File: config.mk
export PLATFORM = sky130hd
export DESIGN_NAME = glw_queue
export DESIGN_NICKNAME = d
export VERILOG_FILES = /design/src/hdl/glw_queue.sv
export SDC_FILE = /design/constraint.sdc
export NUM_CORES = 1
export LEC_CHECK = 0
export BUFFER_PORTS_ARGS = -buffer_cell sky130_fd_sc_hd__buf_2
export CORE_UTILIZATION = 45
export DETAILED_ROUTE_END_ITERATION = 7
export GPL_ROUTABILITY_DRIVEN = 0
export PLACE_DENSITY = 0.72
export SETUP_SLACK_MARGIN = 0.05
export SLEW_MARGIN = 0
export SYNTH_ARGS = -nofsm -noshare
export SYNTH_HDL_FRONTEND = slang
export SYNTH_SLANG_ARGS = --single-unit
File: constraint.sdc
create_clock -name clock -period 3.95 [get_ports clock]
set_clock_uncertainty 0.15 [all_clocks]
set_input_delay 0.395 -clock clock [delete_from_list [all_inputs] [get_ports clock]]
set_output_delay 0.395 -clock clock [all_outputs]
set_load 0.02 [all_outputs]
File: src/hdl/glw_queue.sv
// Small first-in first-out queue built from registers.
module glw_queue
   #(parameter int WIDTH = 8,
     parameter int DEPTH = 2)
   (input  logic             clock,
    input  logic             reset,
    input  logic             wr_en,
    input  logic [WIDTH-1:0] wr_data,
    output logic             full,
    input  logic             rd_en,
    output logic [WIDTH-1:0] rd_data,
    output logic             empty);

   localparam int PTR_W = (DEPTH > 1) ? $clog2(DEPTH) : 1;
   localparam int CNT_W = $clog2(DEPTH + 1);
   localparam logic [PTR_W-1:0] LAST = PTR_W'(DEPTH - 1);
   localparam logic [CNT_W-1:0] FULL_CNT = CNT_W'(DEPTH);

   logic [WIDTH-1:0] mem_ff [DEPTH];
   logic [PTR_W-1:0] wr_ptr_ff, wr_ptr_in;
   logic [PTR_W-1:0] rd_ptr_ff, rd_ptr_in;
   logic [CNT_W-1:0] count_ff, count_in;
   logic             do_wr, do_rd;

   assign full = (count_ff == FULL_CNT);
   assign empty = (count_ff == '0);
   assign do_wr = wr_en && !full;
   assign do_rd = rd_en && !empty;
   assign rd_data = mem_ff[rd_ptr_ff];

   always_comb begin
      wr_ptr_in = wr_ptr_ff;
      rd_ptr_in = rd_ptr_ff;
      count_in = count_ff;
      if (do_wr) begin
         wr_ptr_in = (wr_ptr_ff == LAST) ? '0 : wr_ptr_ff + 1'b1;
      end
      if (do_rd) begin
         rd_ptr_in = (rd_ptr_ff == LAST) ? '0 : rd_ptr_ff + 1'b1;
      end
      if (do_wr && !do_rd) begin
         count_in = count_ff + 1'b1;
      end else if (do_rd && !do_wr) begin
         count_in = count_ff - 1'b1;
      end
   end

   always_ff @(posedge clock) begin
      if (reset) begin
         wr_ptr_ff <= '0;
         rd_ptr_ff <= '0;
         count_ff <= '0;
      end else begin
         wr_ptr_ff <= wr_ptr_in;
         rd_ptr_ff <= rd_ptr_in;
         count_ff <= count_in;
      end
   end

   always_ff @(posedge clock) begin
      if (do_wr) begin
         mem_ff[wr_ptr_ff] <= wr_data;
      end
   end

endmodule

; Word-level counts from Yosys, hierarchy flattened
; Memories as Yosys holds them, arrays and structs flattened. A register that Yosys moved wholly into a read port is not among the register bits.
; Index checks and enable logic that the tools add are counted.
[op_classes]
add_sub_neg = 4
eq_ne = 1
n_mux = 8
n_reduce_logical = 10
[ops]
columns = op, count
row1 = $mux 1, 6
row2 = $logic_and 1x1->1, 4
row3 = $logic_not 1->1, 4
row4 = $mux 2, 2
row5 = $add 1x1->1 const B, 2
row6 = $add 2x1->2 const B, 1
row7 = $eq 2x2->1 const B, 1
row8 = $logic_not 2->1, 1
row9 = $reduce_bool 2->1, 1
row10 = $sub 2x1->2 const B, 1
[totals]
reg_bits = 4
mem_bits_rw = 16
inputBits = 12
out_inout_bits = 10
word_cells = 27
mem_count = 1
[memory_table]
columns = memory, depth, word_bits, rd, rd_clocked_by_memory_dff, wr, line_no
row1 = mem_ff, 2, 8, 1, 1, 1, 19  ; logic [WIDTH-1:0] mem_ff [DEPTH];

; Longest topological paths before layout
[depth]
ltp_word = 7
depth_mapped = 6
depth_no_buf = 6

; Least setup slack after synthesis
; Ideal clock, no wire load.
[synth_timing]
path_kind = register -> register
from = register count_ff[1]
to = register count_ff[1]
setup_time_ns = 0.070
arrival_ns = 1.517
required_ns = 3.730
path_slack_ns = 2.213
path_stages_with_launch = 6
path_buffers = 0
synth_period_minus_slack_ns = 1.737
path_cell_list = dfxtp_1 -> nor2b_2 -> nor2_1 -> ha_1 -> or3_1 -> a21oi_1
[synth_via]
elab_chain_len = 6
elab_cells_between_ends = 15
classes_between = add/sub: 2 / eq/ne: 1 / mux: 2 / reduce/logical: 10
[synth_lines]
columns = item, line_no
row1 = start: declaration, 22  ; logic [CNT_W-1:0] count_ff, count_in;
row2 = start signal: assignment, 56  ; count_ff <= count_in;
row3 = $eq 2x2->1 (*), 25  ; assign full = (count_ff == FULL_CNT);
row4 = via full, 9  ; output logic full,
row5 = $logic_not 1->1 (*), 27  ; assign do_wr = wr_en && !full;
row6 = $logic_and 1x1->1 (*), 27
row7 = $logic_not 1->1, 43  ; end else if (do_rd && !do_wr) begin
row8 = $logic_and 1x1->1, 43
row9 = $reduce_bool 2->1 (no line), n/a
; The timed path passes the listed nets; every way through them passes the cells marked *. The select of a mux whose other input is x is not followed.
; A chain may end at the register's enable or synchronous reset.

==> flow_summary.yaml <==
critical_path:
  arrival_ps: 1390
  crit_type: "flip-flop to primary output"
  cp_slowest_cell: "dfxtp_1"
  cp_max_fo: 8
  path_delay_family: "flip-flops"
  path_buf_inv: 1
  cp-end-kind: "primary output"
  path_cells: "mux2_2 > buf_2"
  cp.required_ps: 3400
  worst_r2r_endpoint: "count_ff[1]"
  crit_end: "rd_data[2]"
  worst_r2r_path_depth: 4
  worstReg2RegStart: "count_ff[0]"
  critPathMaxStageDelay_ps: 560
  startpoint_type: "flip-flop"
  reg2reg_slack_ps: 2260
  cp.depth: 2
power:
  ir_drop_mv: 0.314
  p_leak_nw: 0.381
  power_density_nw_per_um2: 651
  power.total_mw: 0.612
drt:
  drt-initial-drc-count: 4
  vias: 465
  first_pass_iters: 8
  vias_per_cell: 5.17
  post_drt_wl_per_cell_um: 12.6
  routed_wirelength_um: 1130
  antenna_left: 0
  drc: 1
timing:
  relSlewSlack_pct: 73.8
  hold_viol_final: 0
  max_freq_ghz: 0.516
  rsz0062_at_grt: "no"
  timing.setup.tns_ps: 0
  post-route-period-util_pct: 49.1
  finalMaxSlewViolations: 0
  final.min_clock_period_ps: 1940
  tightestPinTransition_ps: 392
  setup_violations: 0
floorplan:
  row_count: 14
  io_pins: 22
  initial_core_util_pct: 50.3
  die-area_um2: 1930
  core_area_um2: 1580
  die_w_um: 44.0
  die_h_um: 44.0
clock_tree:
  clk_pin_slew_ps: 120
  insertion_delay_ps: 290
  cts_buffer_depth: 2
  tritoncts: "built"
  cts.sinks: 21
  cts_buffers: 3
  cts_resized: 0
  post_cts.repair.setup_buffers: 0
  cts-htree-levels: 1
  root_buffer: "clkbuf_4"
  postCtsHoldBufs: 0
outcome:
  violations: "DRC"
  status: "complete, but fails checks"
final_layout:
  fin_nets: 88
  n_antenna_cell: 0
  fin_cells: 90
  utilization_pct: 59.7
  area_growth_pct: 18.6
  drive_above_1_share_pct: 45.9
  final_cell_area_um2: 941
yosys:
  yosys_warnings: 0
  synth-seq-area-share_pct: 73.2
  ys_ff_latch: 21
  syn_nets: 63
  synth_area_um2: 793
  avgSynthCellArea_um2: 15.9
  yosysUniqueCellTypes: 13
  synth_cells: 50
placement:
  placed_cells: 86
  place_area_um2: 913
  hpwl_um: 793
  io_buffers: 21
hold_path:
  hp-class: "input port to flip-flop"
  holdCritStartpoint: "wr_data[1]"
job:
  drv_cap: 0
global_routing:
  antenna_found_initial: 0
  grt_usage_pct: 13.6
  grt_max_degree: 13
  grt.overflow.total: 0
  grt_pass1_vias: 439
  grt_pass1_wl_um: 1780
==> layout make-up <==
class	instances	area (um2)
repair buffers	21	105
clock buffers	3	22.5
fillers	136	636
flip-flops and latches	21	581
inverters	2	7.51
multi-input cells	26	200
clock inverters	1	5.00
well taps	16	20.0
==> routing by layer <==
layer	share of wire [%]	vias to the layer above	GRT usage (%)
met4	0.53	0	7.27
met3	4.2	2	3.75
met5	0	-	0
li1	-	230	-
met1	45	220	14.5
met2	50	13	24.2
==> synthesized netlist by cell type <==
| master | n | area share (%) |
|---|---|---|
| a21oi_1 | 2 | 1.3 |
| and2_1 | 1 | 0.79 |
| buf_2 | 1 | 0.63 |
| dfxtp_1 | 5 | 13 |
| edfxtp_1 | 16 | 61 |
| ha_1 | 1 | 1.6 |
| inv_1 | 2 | 0.95 |
| mux2_2 | 8 | 11 |
| nor2_1 | 5 | 2.4 |
| nor2b_2 | 1 | 1.1 |
| o21ai_0 | 3 | 1.9 |
| or3_1 | 2 | 1.6 |
| xor2_1 | 3 | 3.3 |
==> power by group <==
part	switching (mW)	leakage, nW	internal (mW)
combinational	0.114	0.172	0.0869
clock	0.0632	0.0177	0.0377
sequential	0.0289	0.191	0.282
total	0.206	0.381	0.406
==> flip-flops by register name, summed over array words and instances, names as in the netlist, named ones only <==
register and flops:
mem_ff 16, wr_ptr_ff 1, count_ff 2, rd_ptr_ff 1
==> placed cells by master (no fill, tap or decap), drive strengths merged <==
| master | n |
|---|---|
| buf | 21 |
| edfxtp | 16 |
| mux2 | 8 |
| nor2 | 5 |
| dfxtp | 5 |
| o21ai | 3 |
| xor2 | 3 |
| clkbuf | 3 |
| inv | 2 |
| or3 | 2 |
| a21oi | 2 |
| nor2b | 1 |
| and2 | 1 |
| ha | 1 |
| clkinv | 1 |
==> worst min-delay path by stage <==
stage	end	slack [ps]	cells past startpoint
after global placement	wr_ptr_ff	320	2
after CTS	mem_ff[1][1]	120	1
after global routing	mem_ff[0][0]	110	1
after detailed placement	wr_ptr_ff	320	2
after floorplan	wr_ptr_ff	300	2
final	mem_ff[1][1]	130	1
==> cells by family after synthesis <==
| group | synth area share [%] |
|---|---|
| flip-flops | 73.2 |
| AND/OR/NAND/NOR | 5.84 |
| multiplexers | 11.4 |
| AO/OA/AOI/OAI | 3.15 |
| XOR/XNOR | 3.31 |
| buffers and inverters | 1.58 |
| adder cells (fa/ha/maj) | 1.58 |
==> per-stage QoR <==
step | hold slack, ps | worst slack (ps)
final | 125 | 2010
after global routing | 106 | 1940
after CTS | 122 | 1980
after detailed placement | 323 | 2270
after global placement | 317 | 2300
after floorplan | 302 | 2210
(Power assumes the default switching activity.)
