## config.mk

```make
export PLATFORM = sky130hd
export DESIGN_NAME = glw_front
export DESIGN_NICKNAME = d
export VERILOG_FILES = /design/src/hdl/glw_pkg.sv /design/src/hdl/glw_front.sv
export SDC_FILE = /design/constraint.sdc
export NUM_CORES = 1
export LEC_CHECK = 0
export BUFFER_PORTS_ARGS = -buffer_cell sky130_fd_sc_hd__buf_2
export CAP_MARGIN = 20
export CORE_UTILIZATION = 40
export DETAILED_ROUTE_END_ITERATION = 7
export HOLD_SLACK_MARGIN = 0.05
export PLACE_DENSITY = 0.61
export SLEW_MARGIN = 0
export SYNTH_ARGS = -nofsm -noshare
export SYNTH_HDL_FRONTEND = slang
export SYNTH_SLANG_ARGS = --single-unit
```

## constraint.sdc

```tcl
create_clock -name clock -period 11.65 [get_ports clock]
set_clock_uncertainty 0.1 [all_clocks]
set_input_delay 1.165 -clock clock [delete_from_list [all_inputs] [get_ports clock]]
set_output_delay 1.165 -clock clock [all_outputs]
set_load 0.1 [all_outputs]
```

## src/hdl/glw_pkg.sv

```systemverilog
// Shared types and constants of the grid line walk block.
package glw_pkg;

   localparam int COORD_W = 8;
   localparam int CLASS_W = 6;
   localparam int COUNT_W = COORD_W + 1;
   localparam int NUM_W = COORD_W + 3;
   localparam int CSR_ADDR_W = 4;
   localparam int CSR_DATA_W = 32;

   // Pass band of the class check, one bit wider than a class
   localparam logic [CLASS_W:0] CLASS_LO = 7'h11;
   localparam logic [CLASS_W:0] CLASS_HI = 7'h40;

   localparam logic REQ_WRITE = 1'b0;
   localparam logic REQ_WALK = 1'b1;

   localparam logic [1:0] OUTCOME_WRITE = 2'd0;
   localparam logic [1:0] OUTCOME_HIT = 2'd1;
   localparam logic [1:0] OUTCOME_CLEAR = 2'd2;
   localparam logic [1:0] OUTCOME_LEFT = 2'd3;

   localparam logic [1:0] CSR_LO_X = 2'd0;
   localparam logic [1:0] CSR_LO_Y = 2'd1;
   localparam logic [1:0] CSR_HI_X = 2'd2;
   localparam logic [1:0] CSR_HI_Y = 2'd3;

   typedef logic signed [NUM_W-1:0] num_type;

   typedef struct packed {
      logic               req_type;
      logic [COORD_W-1:0] cell_x;
      logic [COORD_W-1:0] cell_y;
      logic [COORD_W-1:0] dest_x;
      logic [COORD_W-1:0] dest_y;
      logic [CLASS_W-1:0] class_value;
   } req_item_type;

   typedef struct packed {
      logic [1:0]         outcome;
      logic [COORD_W-1:0] hit_x;
      logic [COORD_W-1:0] hit_y;
      logic [CLASS_W-1:0] hit_class;
   } rsp_item_type;

   // Prepared command handed from the front part to the walker
   typedef struct packed {
      logic               op;
      logic [COORD_W-1:0] x;
      logic [COORD_W-1:0] y;
      logic [CLASS_W-1:0] class_value;
      logic               major_x;
      logic               neg_x;
      logic               neg_y;
      logic [COUNT_W-1:0] count;
      num_type            num;
      num_type            add_minor;
      num_type            add_both;
   } cmd_type;

   typedef struct packed {
      logic [COORD_W-1:0] lo_x;
      logic [COORD_W-1:0] lo_y;
      logic [COORD_W-1:0] hi_x;
      logic [COORD_W-1:0] hi_y;
   } extent_type;

   typedef enum logic {
      BK_IDLE,
      BK_WALK
   } back_state_type;

endpackage

```

## src/hdl/glw_front.sv

```systemverilog
// Front part: accepts request transactions and prepares the line walk setup.
module glw_front
   import glw_pkg::*;
   (input  logic         clock,
    input  logic         reset,
    input  logic         push,
    output logic         full,
    input  req_item_type req_item,
    input  logic         cmd_full,
    output logic         cmd_push,
    output cmd_type      cmd_item);

   logic         valid_ff, valid_in;
   req_item_type item_ff;
   logic [COORD_W-1:0] dx, dy, dmaj, dmin;
   logic         neg_x, neg_y, major_x;

   assign full = valid_ff && cmd_full;
   assign cmd_push = valid_ff && !cmd_full;

   always_comb begin
      valid_in = valid_ff;
      if (push && !full) begin
         valid_in = 1'b1;
      end else if (cmd_push) begin
         valid_in = 1'b0;
      end
   end

   always_ff @(posedge clock) begin
      if (reset) begin
         valid_ff <= 1'b0;
      end else begin
         valid_ff <= valid_in;
      end
   end

   always_ff @(posedge clock) begin
      if (push && !full) begin
         item_ff <= req_item;
      end
   end

   // Deltas, directions and the error term of the Bresenham walk
   always_comb begin
      neg_x = item_ff.dest_x < item_ff.cell_x;
      neg_y = item_ff.dest_y < item_ff.cell_y;
      dx = neg_x ? item_ff.cell_x - item_ff.dest_x : item_ff.dest_x - item_ff.cell_x;
      dy = neg_y ? item_ff.cell_y - item_ff.dest_y : item_ff.dest_y - item_ff.cell_y;
      major_x = dx >= dy;
      dmaj = major_x ? dx : dy;
      dmin = major_x ? dy : dx;

      cmd_item.op = item_ff.req_type;
      cmd_item.x = item_ff.cell_x;
      cmd_item.y = item_ff.cell_y;
      cmd_item.class_value = item_ff.class_value;
      cmd_item.major_x = major_x;
      cmd_item.neg_x = neg_x;
      cmd_item.neg_y = neg_y;
      cmd_item.count = {1'b0, dmaj} + 1'b1;
      cmd_item.num = $signed({2'b00, dmin, 1'b0}) - $signed({3'b000, dmaj});
      cmd_item.add_minor = $signed({2'b00, dmin, 1'b0});
      cmd_item.add_both = $signed({2'b00, dmin, 1'b0}) - $signed({2'b00, dmaj, 1'b0});
   end

endmodule

```

== After elaboration in Yosys (flattened, before gate mapping) ==
Index checks and enable logic that the tools add are counted.

* Muxes and demuxes: 6
* Order comparisons: 3
* Reductions and logical operators: 6
* Add/sub/neg operators: 7

{| class="wikitable"
|+ Operator list
! cell !! count
|-
| $mux 8 || 4
|-
| $sub 8x8->8 || 4
|-
| $lt 8x8->1 || 2
|-
| $sub 9x8->10 || 1
|-
| $sub 9x9->10 || 1
|-
| $add 8x1->9 const B || 1
|-
| $ge 8x8->1 || 1
|-
| $logic_and 1x1->1 || 3
|-
| $logic_not 1->1 || 2
|-
| $mux 1 || 2
|-
| $reduce_bool 2->1 || 1
|}

* Word-level logic and storage cells: 29
* Output and inout port bits: 70
* Flip-flop bits (word level): 40
* Input port bits: 43

== Longest topological paths before layout ==
Gate-level depths: netlist (run 1).

* Word-level depth: 5
* Gate-level depth with buffers: 32
* Depth with buffers taken out: 29

== Least setup slack after synthesis (run 1) ==
No wires, ideal clock.

* Path type: register to output
* Start point: reg item_ff[14] (netlist name)
* End point: out cmd_item[32] (netlist name)
* Required time: 10385 ps
* Slack: 269 ps
* Path buffers: 4
* Cell stages (with the launch flop): 26
* Arrival: 10116 ps
* Cell sequence: edfxtp_1 inv_1 ha_1 inv_1 fa_1 nand3_2 a21oi_4 nor2_4 mux2_2 a31oi_1 o21ai_0 xor2_1 ha_1 a21oi_1 o211ai_1 nand2_2 inv_2 clkbuf_1 clkbuf_1 buf_2 a21oi_1 ha_1 inv_1 o21bai_1 a2111oi_1 buf_4

{| class="wikitable"
|+ RTL lines
! item !! RTL line !! source
|-
| start: declaration || glw_front.sv:14 || <nowiki>req_item_type item_ff;</nowiki>
|-
| start signal: assignment || glw_front.sv:40 || <nowiki>item_ff <= req_item;</nowiki>
|-
| end: declaration || glw_front.sv:11 || <nowiki>output cmd_type cmd_item);</nowiki>
|}

==> flow_summary.ini, run 1 <==
[status]
status = finished, final reports clean

[final_layout]
antenna-diode-count = 0
drive_gt1_frac = 0.293
fin_cells = 689
syn_to_final_growth_pct = 13.6
final_net_count = 643

[setup_path]
r2r_end = cmd_item[48]$_DFFE_PP_
crit_arrival_ps = 7200
r2r_slack_ps = 10010
worstPathRequired_ps = 10390
cpMostUsedCell = a21oi_1
critPathKind = reg2out
worstSetupEndpointType = primary output
cp_slowest_cell = fa_1
cp_max_fo = 33
worstReg2RegStart = valid_ff$_SDFFE_PP0P_
cp_top_family = adder cells
cp.buffers_inverters = 4
reg2reg_depth = 3
max_stage_delay_ps = 540
start_kind = register

[clock_tree]
cts_tree = built
holdBufCountCts = 0
clock_latency_ps = 300
cts_max_level = 2
root_buffer = clkbuf_8
clk_path_buf_depth = 2
ctsResizeCount = 0
clk_pin_slew_ps = 90
cts_sinks = 40
cts-buffers-inserted = 5
post-cts-setup-buffers = 0

[floorplanning]
core_area_sq_mm = 0.0104
num_rows = 37
ioPinCount = 113
die_area_sq_mm = 0.0113
initial_core_util = 0.416
die_w_um = 106
die_h_um = 106

[sta]
setup-violations-final = 0
finalMaxSlewViolations = 0
period_needed_ps = 8470
hold_ws_ps = 571
worst_slack_ps = 3180
fmaxAchievable_mhz = 118
fin_tns_setup_ps = 0
fin_crit_sh = 0.727
hold_viol = 0
worst_slew_pin_slew_ps = 908
relSlewSlack = 0.377
rsz0062_at_grt = false

[synth]
syn-cell-area_sq_mm = 0.00433
synth_top_cells_by_area = edfxtp_1 27%, ha_1 12%, buf_4 5.7%, inv_1 4.8%, a21oi_1 3.3%
yosys.area_share.simple = 0.143
netlist.area_leader.share = 0.270
synthXorXnorAreaFrac = 0.0523
synth_compound_area_frac = 0.203
synth-seq-cells = 40
yosysTopAreaCell = edfxtp_1
synth_top_family_by_area = compound AO/OA/AOI/OAI gates
synth_cell_type_count = 81
synthArstFlopShare = 0
synth_mux_area_frac = 0.0465
synthAdderAreaFrac = 0.162
synth_area_per_cell_sq_um = 9.16
syn_inst = 473
ys_seq_area_frac = 0.275
synth_edf_count = 39
synth_warnings = 0
dominantRegCellSynth = edfxtp_1

[detailed_routing]
remaining_drc_errors = 0
detail-route-antenna-nets = 0
via_per_inst = 5.18
wl_per_cell_um = 14.0
drt_iter0_drc = 137
dr.pass1.iters = 4
routed_wl_mm = 9.65
vias = 3566

[grt]
antenna_found_initial = 0
grt_pass1_wl_mm = 15.6
grt_util_all_layers = 0.173
grt_start_max_net_pins = 40
grt-ovfl-total = 0
grt_pass1_vias = 3320

[placement]
dp_slack_ps = 3530
dpl.cell_count = 680
port_buffers = 108
dpl.hpwl_mm = 7.77
gp_congestion = 0.849

[worst_hold_path]
min_to = valid_ff$_SDFFE_PP0P_
hp-class = reg2reg
hold-path-cell-count = 3
hp-start = valid_ff$_SDFFE_PP0P_

[run]
drv_cap = 0
## worst max path at each step
stage	slack (ps)	end	depth (start not counted)	from
2_1_floorplan	270	cmd_item[32]	25	item_ff[14]$_DFFE_PP_
3_3_place_gp	3650	cmd_item[28]	27	item_ff[14]$_DFFE_PP_
3_5_place_dp	3530	cmd_item[28]	27	item_ff[14]$_DFFE_PP_
4_1_cts	3160	cmd_item[28]	27	item_ff[14]$_DFFE_PP_
5_1_grt	2460	cmd_item[28]	28	item_ff[14]$_DFFE_PP_
6_report	3180	cmd_item[28]	27	item_ff[14]$_DFFE_PP_
## layer usage
| layer | part of all wire | vias up | global-route usage |
|---|---|---|---|
| met5 | 0 | - | 0 |
| met4 | 0.015 | 0 | 0.0536 |
| met3 | 0.051 | 8 | 0.0245 |
| met2 | 0.47 | 102 | 0.283 |
| met1 | 0.46 | 1653 | 0.237 |
| li1 | - | 1803 | - |
## cells in the mapped netlist (3+ instances only)
library cell / n
a211oi_1: 4
a21boi_1: 3
a21o_1: 4
a21oi_1: 29
a21oi_2: 4
a31oi_1: 4
and2_1: 7
and3_1: 3
buf_2: 4
buf_4: 33
clkbuf_1: 3
edfxtp_1: 39
fa_1: 5
ha_1: 43
inv_1: 55
maj3_1: 4
mux2_2: 5
mux2i_1: 8
nand2_1: 26
nand2_2: 3
nand3_1: 3
nand4_1: 5
nor2_1: 22
nor2b_1: 16
nor3_1: 10
o211ai_1: 7
o211ai_2: 3
o21a_1: 8
o21ai_0: 18
o21ai_1: 3
o22ai_1: 4
or3_1: 4
xnor2_1: 15
xor2_1: 9
## per-stage QoR
step / cell area (sq um) / util
global route: 4920 / 0.473
detailed placement: 4780 / 0.459
finish: 4920 / 0.473
CTS: 4890 / 0.470
global placement: 4780 / 0.459
floorplan: 4340 / -
## area by class of cell
class,instances,area (sq um)
well taps,136,170
flip-flops and latches,40,1190
clock inverters,3,46.3
repair buffers,110,576
fillers,1036,5490
clock buffers,5,68.8
multi-input cells,337,2650
inverters,58,221
## cell families after synthesis
group           after synthesis
buf+inv                      99
compound gates              122
flops                        40
mux                          17
fa+ha+maj                    54
simple gates                115
other cells                   1
xor+xnor                     25
## sequential cells by signal (all words and copies together) (netlist names)
| register | count |
|---|---|
| valid_ff | 1 |
| cmd_item | 23 |
| item_ff | 16 |
## worst reg2reg max path, cell delays in order (launching register included)
cell     delay [ps]
dfxtp_1         320
and2_1          180
nor2b_4         510
buf_16          240
## cell usage in the layout, fill, tap and decap left out, types with 5 or more instances in the layout
cell type | Yosys | final
and2_1 | 7 | 7
nor2_1 | 22 | 22
edfxtp_1 | 39 | 39
a21oi_1 | 29 | 29
buf_2 | 4 | 108
nor3_1 | 10 | 10
ha_1 | 43 | 43
mux2_2 | 5 | 5
mux2i_1 | 8 | 8
xnor2_1 | 15 | 15
o21a_1 | 8 | 8
xor2_1 | 9 | 9
nand2_1 | 26 | 26
fa_1 | 5 | 5
o21ai_0 | 18 | 18
nand4_1 | 5 | 5
clkbuf_8 | 0 | 5
inv_1 | 55 | 55
nor2b_1 | 16 | 15
o211ai_1 | 7 | 7
Power of run 1 is not shown: default switching activity piles up to over one toggle a cycle in this logic, so the estimate is an artifact.
==> run 2: changes to the inputs <==
--- a/config.mk
+++ b/config.mk
@@ -10,7 +10,7 @@
 export CORE_UTILIZATION = 40
 export DETAILED_ROUTE_END_ITERATION = 7
 export HOLD_SLACK_MARGIN = 0.05
-export PLACE_DENSITY = 0.61
+export PLACE_DENSITY = 0.64
 export SLEW_MARGIN = 0
 export SYNTH_ARGS = -nofsm -noshare
 export SYNTH_HDL_FRONTEND = slang
==> constraint.sdc (replaced) <==
create_clock -name clock -period 7.2 [get_ports clock]
set_clock_uncertainty 0.1 [all_clocks]
set_input_delay 0.72 -clock clock [delete_from_list [all_inputs] [get_ports clock]]
set_output_delay 0.72 -clock clock [all_outputs]
set_load 0.1 [all_outputs]
==> run 2 against run 1 <==
  * Worst setup slack worse by 2800 ps
  * Clock-buffer cell count unchanged
  * Non-clock buffer count rose by 12
  * Core utilization grew 3.4 points
  * Wire length is essentially flat
  * Die area unchanged
  * Via count rose by 1.7%
  * Critical path depth is 3 lower
  * Hold slack worse by 100 ps
  * Global-route usage shrank 0.37 points
  * Sequential share of layout area fell by 1.6 points
  * First-iteration DRC count decreased by 31%
==> flow_summary.ini, run 2 (synthesis gave the netlist of run 1 again) <==
[placement]
dpl.cell_count = 686
port_buffers = 108
dp_slack_ps = 413
place_area_sq_mm = 0.00500
gp_congestion = 0.822
dpl.hpwl_mm = 7.83

[floorplanning]
die_h_um = 106
num_rows = 37
die_area_sq_mm = 0.0113
initial_core_util = 0.416
core_area_sq_mm = 0.0104
ioPinCount = 113
die_w_um = 106

[detailed_routing]
remaining_drc_errors = 0
routed_wl_mm = 9.65
drt_iter0_drc = 95
vias = 3626
wl_per_cell_um = 13.8
dr.pass1.iters = 4
detail-route-antenna-nets = 0
via_per_inst = 5.17

[status]
status = finished, final reports clean

[sta]
relSlewSlack = 0.595
rsz0062_at_grt = true
hold_ws_ps = 470
fmaxAchievable_mhz = 146
finalMaxSlewViolations = 0
period_needed_ps = 6840
hold_viol = 0
fin_crit_sh = 0.949
worst_slack_ps = 364
worst_slew_pin_slew_ps = 606
setup-violations-final = 0

[setup_path]
worstPathRequired_ps = 6380
start_kind = register
worstSetupEndpointType = primary output
cp_cell_sequence = inv_1 > ha_1 > a21oi_1 > o21ai_4 > nor2_4 > mux2_4 > a31oi_1 > o21ai_1 > xor2_2 > ha_1 > a21oi_2 > o211ai_1 > a21bo_2 > and2_4 > ha_4 > a21oi_2 > mux2_4 > maj3_1 > mux2_4 > a211oi_4 > maj3_2 > a21oi_2 > xnor2_4 > buf_12
critPathKind = reg2out
cp.buffers_inverters = 2
max_stage_delay_ps = 390
path_depth = 24
cp_slowest_cell = edfxtp_1
cp_max_fo = 6
reg2reg_depth = 3
cp_top_family = compound AO/OA/AOI/OAI gates
crit_arrival_ps = 6020

[final_layout]
final_common_cell = buf_2
syn_to_final_growth_pct = 21.9
antenna-diode-count = 0
fin_cells = 701
drive_gt1_frac = 0.347
stdcell_area_sq_mm = 0.00528
largest_reg_flops = 23
final_net_count = 655
layout_common_cells = 102 x buf_2, 54 x inv_1, 39 x ha_1, 39 x edfxtp_1, 26 x nand2_1

[clock_tree]
cts_tree = built
root_buffer = clkbuf_8
clk_pin_slew_ps = 80
holdBufCountCts = 0
clk_path_buf_depth = 2
cts-buffers-inserted = 5
cts_sinks = 40
clock_latency_ps = 290
cts_max_level = 2

[grt]
antenna_found_initial = 0
grt-ovfl-total = 0
grt_pass1_vias = 3342
grt_pass1_wl_mm = 15.4
grt_start_max_net_pins = 40
grt_util_all_layers = 0.170

[worst_hold_path]
hp-class = in2reg
hold-path-cell-count = 2

[run]
drv_cap = 0
run 2: cell type report:
class,count,area [sq um]
clock buffers,5,68.8
repair buffers,122,731
inverters,58,224
flip-flops and latches,40,1190
fillers,1011,5130
clock inverters,3,90.1
well taps,136,170
multi-input cells,337,2810
run 2: path summary, 6_finish.rpt:
path,startpoint,endpoint,slack (ps)
worst max-delay path,cmd_item[64]$_DFFE_PP_,cmd_item[29],360
worst min-delay path,reset,valid_ff$_SDFFE_PP0P_,470
worst max register to register,valid_ff$_SDFFE_PP0P_,item_ff[18]$_DFFE_PP_,5570
worst min register to register,valid_ff$_SDFFE_PP0P_,valid_ff$_SDFFE_PP0P_,560
run 2: through the flow:
stage | utilization | TNS, ps
3_5_place_dp | 0.480 | 0
3_3_place_gp | 0.480 | 0
5_1_grt | 0.507 | -68.9
4_1_cts | 0.495 | 0
6_report | 0.507 | 0
2_1_floorplan | - | -14930
run 2: worst reg2reg max path, delay by kind of cell (launching register included):
kind	cells	cell delay (ps)
AND/OR/NAND/NOR	2	690
flip-flops	1	310
buffers and inverters	1	240
run 2: metal layers:
layer	track usage	share of wire	vias to the layer above
li1	-	-	1823
met1	0.222	0.45	1671
met2	0.276	0.47	116
met3	0.0337	0.059	16
met4	0.0615	0.020	0
met5	0	0	-
run 2: repair_timing:
item | in CTS | in global routing
setup endpoints to repair | 0 | 7
setup buffers | 0 | 6
resized for setup | 0 | 15
Power of run 2 is left out for the same reason.
==> run 3: changes to the inputs <==
--- a/config.mk
+++ b/config.mk
@@ -5,12 +5,13 @@
 export SDC_FILE = /design/constraint.sdc
 export NUM_CORES = 1
 export LEC_CHECK = 0
+export ABC_AREA = 1
 export BUFFER_PORTS_ARGS = -buffer_cell sky130_fd_sc_hd__buf_2
 export CAP_MARGIN = 20
 export CORE_UTILIZATION = 40
 export DETAILED_ROUTE_END_ITERATION = 7
 export HOLD_SLACK_MARGIN = 0.05
-export PLACE_DENSITY = 0.64
+export PLACE_DENSITY = 0.63
 export SLEW_MARGIN = 0
 export SYNTH_ARGS = -nofsm -noshare
 export SYNTH_HDL_FRONTEND = slang
==> run 3 against run 2 <==
  * The flow now finishes with violations (DRC)
  * Worst setup slack gained 640 ps
  * Core utilization is 4.1 points lower
  * Wire length up 13%
  * Clock-buffer cell count is the same
==> flow_summary.ini, run 3 <==
[status]
status = finished, violations left
failed_checks = DRC

[final_layout]
drive_gt1_frac = 0.262
final_common_cell = nand2_1
final_net_count = 819
antenna-diode-count = 0
layout_common_cells = 199 x nand2_1, 110 x inv_1, 108 x buf_2
final_util = 0.466
fin_cells = 872
largest_reg_flops = 23
syn_to_final_growth_pct = 12.9
nFillCells = 1199

[placement]
dpl.cell_count = 863
gp_congestion = 0.879
dpl.hpwl_mm = 9.21
port_buffers = 108

[sta]
fin_crit_sh = 0.861
fin_tns_setup_ps = 0
fmaxAchievable_mhz = 161
period_needed_ps = 6200
hold_viol = 0
finalMaxSlewViolations = 0
rsz0062_at_grt = false
setup-violations-final = 0

[setup_path]
cp_slowest_cell = inv_1
start_kind = register
reg2reg_depth = 4
crit_arrival_ps = 5380
setup.worst_path.start = item_ff[14]$_DFFE_PP_
critPathKind = reg2out
cpMostUsedCell = nand2_1
r2r_slack_ps = 5770
r2r_end = cmd_item[60]$_DFFE_PP_
max_stage_delay_ps = 470
worstReg2RegStart = valid_ff$_SDFFE_PP0P_
worstSetupEndpointType = primary output
worstPathRequired_ps = 6380
cp_max_fo = 15
setup.worst_path.end = cmd_item[30]

[clock_tree]
clk_pin_slew_ps = 60
clock_latency_ps = 280
cts-buffers-inserted = 5
ctsResizeCount = 0
clk_path_buf_depth = 2
cts_tree = built
cts_max_level = 2
post-cts-setup-buffers = 0
cts_sinks = 40
root_buffer = clkbuf_16
holdBufCountCts = 0

[synth]
synth_compound_area_frac = 0.0658
synth_top_cells_by_area = edfxtp_1 25%, nand2_1 16%, ha_1 11%, inv_1 8.7%, nand3_1 5.6%
synthArstFlopShare = 0
synth_edf_count = 39
synth_top_family_by_area = simple AND/OR/NAND/NOR gates
syn_inst = 648
synth_cell_type_count = 38
netlist.area_leader.share = 0.246
synth_common_cells = 199 x nand2_1, 110 x inv_1, 53 x nand3_1
yosys.area_share.simple = 0.344
ys_seq_area_frac = 0.251
dominantRegCellSynth = edfxtp_1
yosysTopAreaCell = edfxtp_1
synth_warnings = 0
synthAdderAreaFrac = 0.134
synth_mux_area_frac = 0
syn-cell-area_sq_mm = 0.00475
yosysMostFrequentCell = nand2_1
synth-seq-cells = 40
synthXorXnorAreaFrac = 0.0461
synth_area_per_cell_sq_um = 7.33

[floorplanning]
die_w_um = 111
initial_core_util = 0.413
die_h_um = 111
num_rows = 39
die_area_sq_mm = 0.0123
core_area_sq_mm = 0.0115
ioPinCount = 113

[grt]
grt_pass1_vias = 3938
grt-ovfl-total = 0
grt_pass1_wl_mm = 18.3
grt_start_max_net_pins = 40
grt_util_all_layers = 0.182
antenna_found_initial = 0

[detailed_routing]
detail-route-antenna-nets = 0
wl_per_cell_um = 12.6
remaining_drc_errors = 25
via_per_inst = 4.80
vias = 4188
dr.pass1.iters = 8
routed_wl_mm = 10.9
drt_iter0_drc = 286

[worst_hold_path]
hp-class = reg2reg

[run]
drv_cap = 0
[run 3: stage by stage]
stage	setup WS, ps	instance area [sq um]	hold WS [ps]
2_1_floorplan	12.6	4770	348
3_3_place_gp	1530	5170	358
3_5_place_dp	1340	5170	374
4_1_cts	1020	5350	382
5_1_grt	548	5370	421
6_report	1000	5370	376
[run 3: kinds of logic after synthesis]
kind of cell	count (synthesis)
buffers and inverters	153
AO/OA/AOI/OAI	42
other	1
flip-flops	40
AND/OR/NAND/NOR	339
XOR/XNOR	25
adder cells (fa/ha/maj)	48
[run 3: area by class of cell]
type | instances | area, sq um | area share
timing repair buffer | 110 | 568 | 0.106
sequential | 40 | 1190 | 0.222
tap | 143 | 179 | 0.0333
inverter | 113 | 424 | 0.0790
multi-input combinational | 458 | 2830 | 0.528
clock buffer | 5 | 125 | 0.0233
clock inverter | 3 | 46.3 | 0.00863
[run 3: critical path, delay by kind of cell, from the launching register on]
family,cells,cell delay (ps)
compound gates,3,650
xor+xnor,1,300
fa+ha+maj,4,1330
buf+inv,6,1150
flops,1,390
simple gates,12,1250
[run 3: layer usage]
metal / GRT usage / part of all wire
met5: 0 / 0
met2: 0.304 / 0.45
met4: 0.0603 / 0.022
met3: 0.0262 / 0.060
met1: 0.242 / 0.46
[run 3: how the worst min path moves through the flow]
stage / startpoint / slack (ps) / cells past startpoint / to
finish: valid_ff$_SDFFE_PP0P_ / 380 / 2 / valid_ff$_SDFFE_PP0P_
global route: valid_ff$_SDFFE_PP0P_ / 420 / 2 / valid_ff$_SDFFE_PP0P_
global placement: valid_ff$_SDFFE_PP0P_ / 360 / 2 / valid_ff$_SDFFE_PP0P_
floorplan: valid_ff$_SDFFE_PP0P_ / 350 / 2 / valid_ff$_SDFFE_PP0P_
CTS: valid_ff$_SDFFE_PP0P_ / 380 / 2 / valid_ff$_SDFFE_PP0P_
detailed placement: valid_ff$_SDFFE_PP0P_ / 370 / 2 / valid_ff$_SDFFE_PP0P_
Power of run 3 is left out for the same reason.
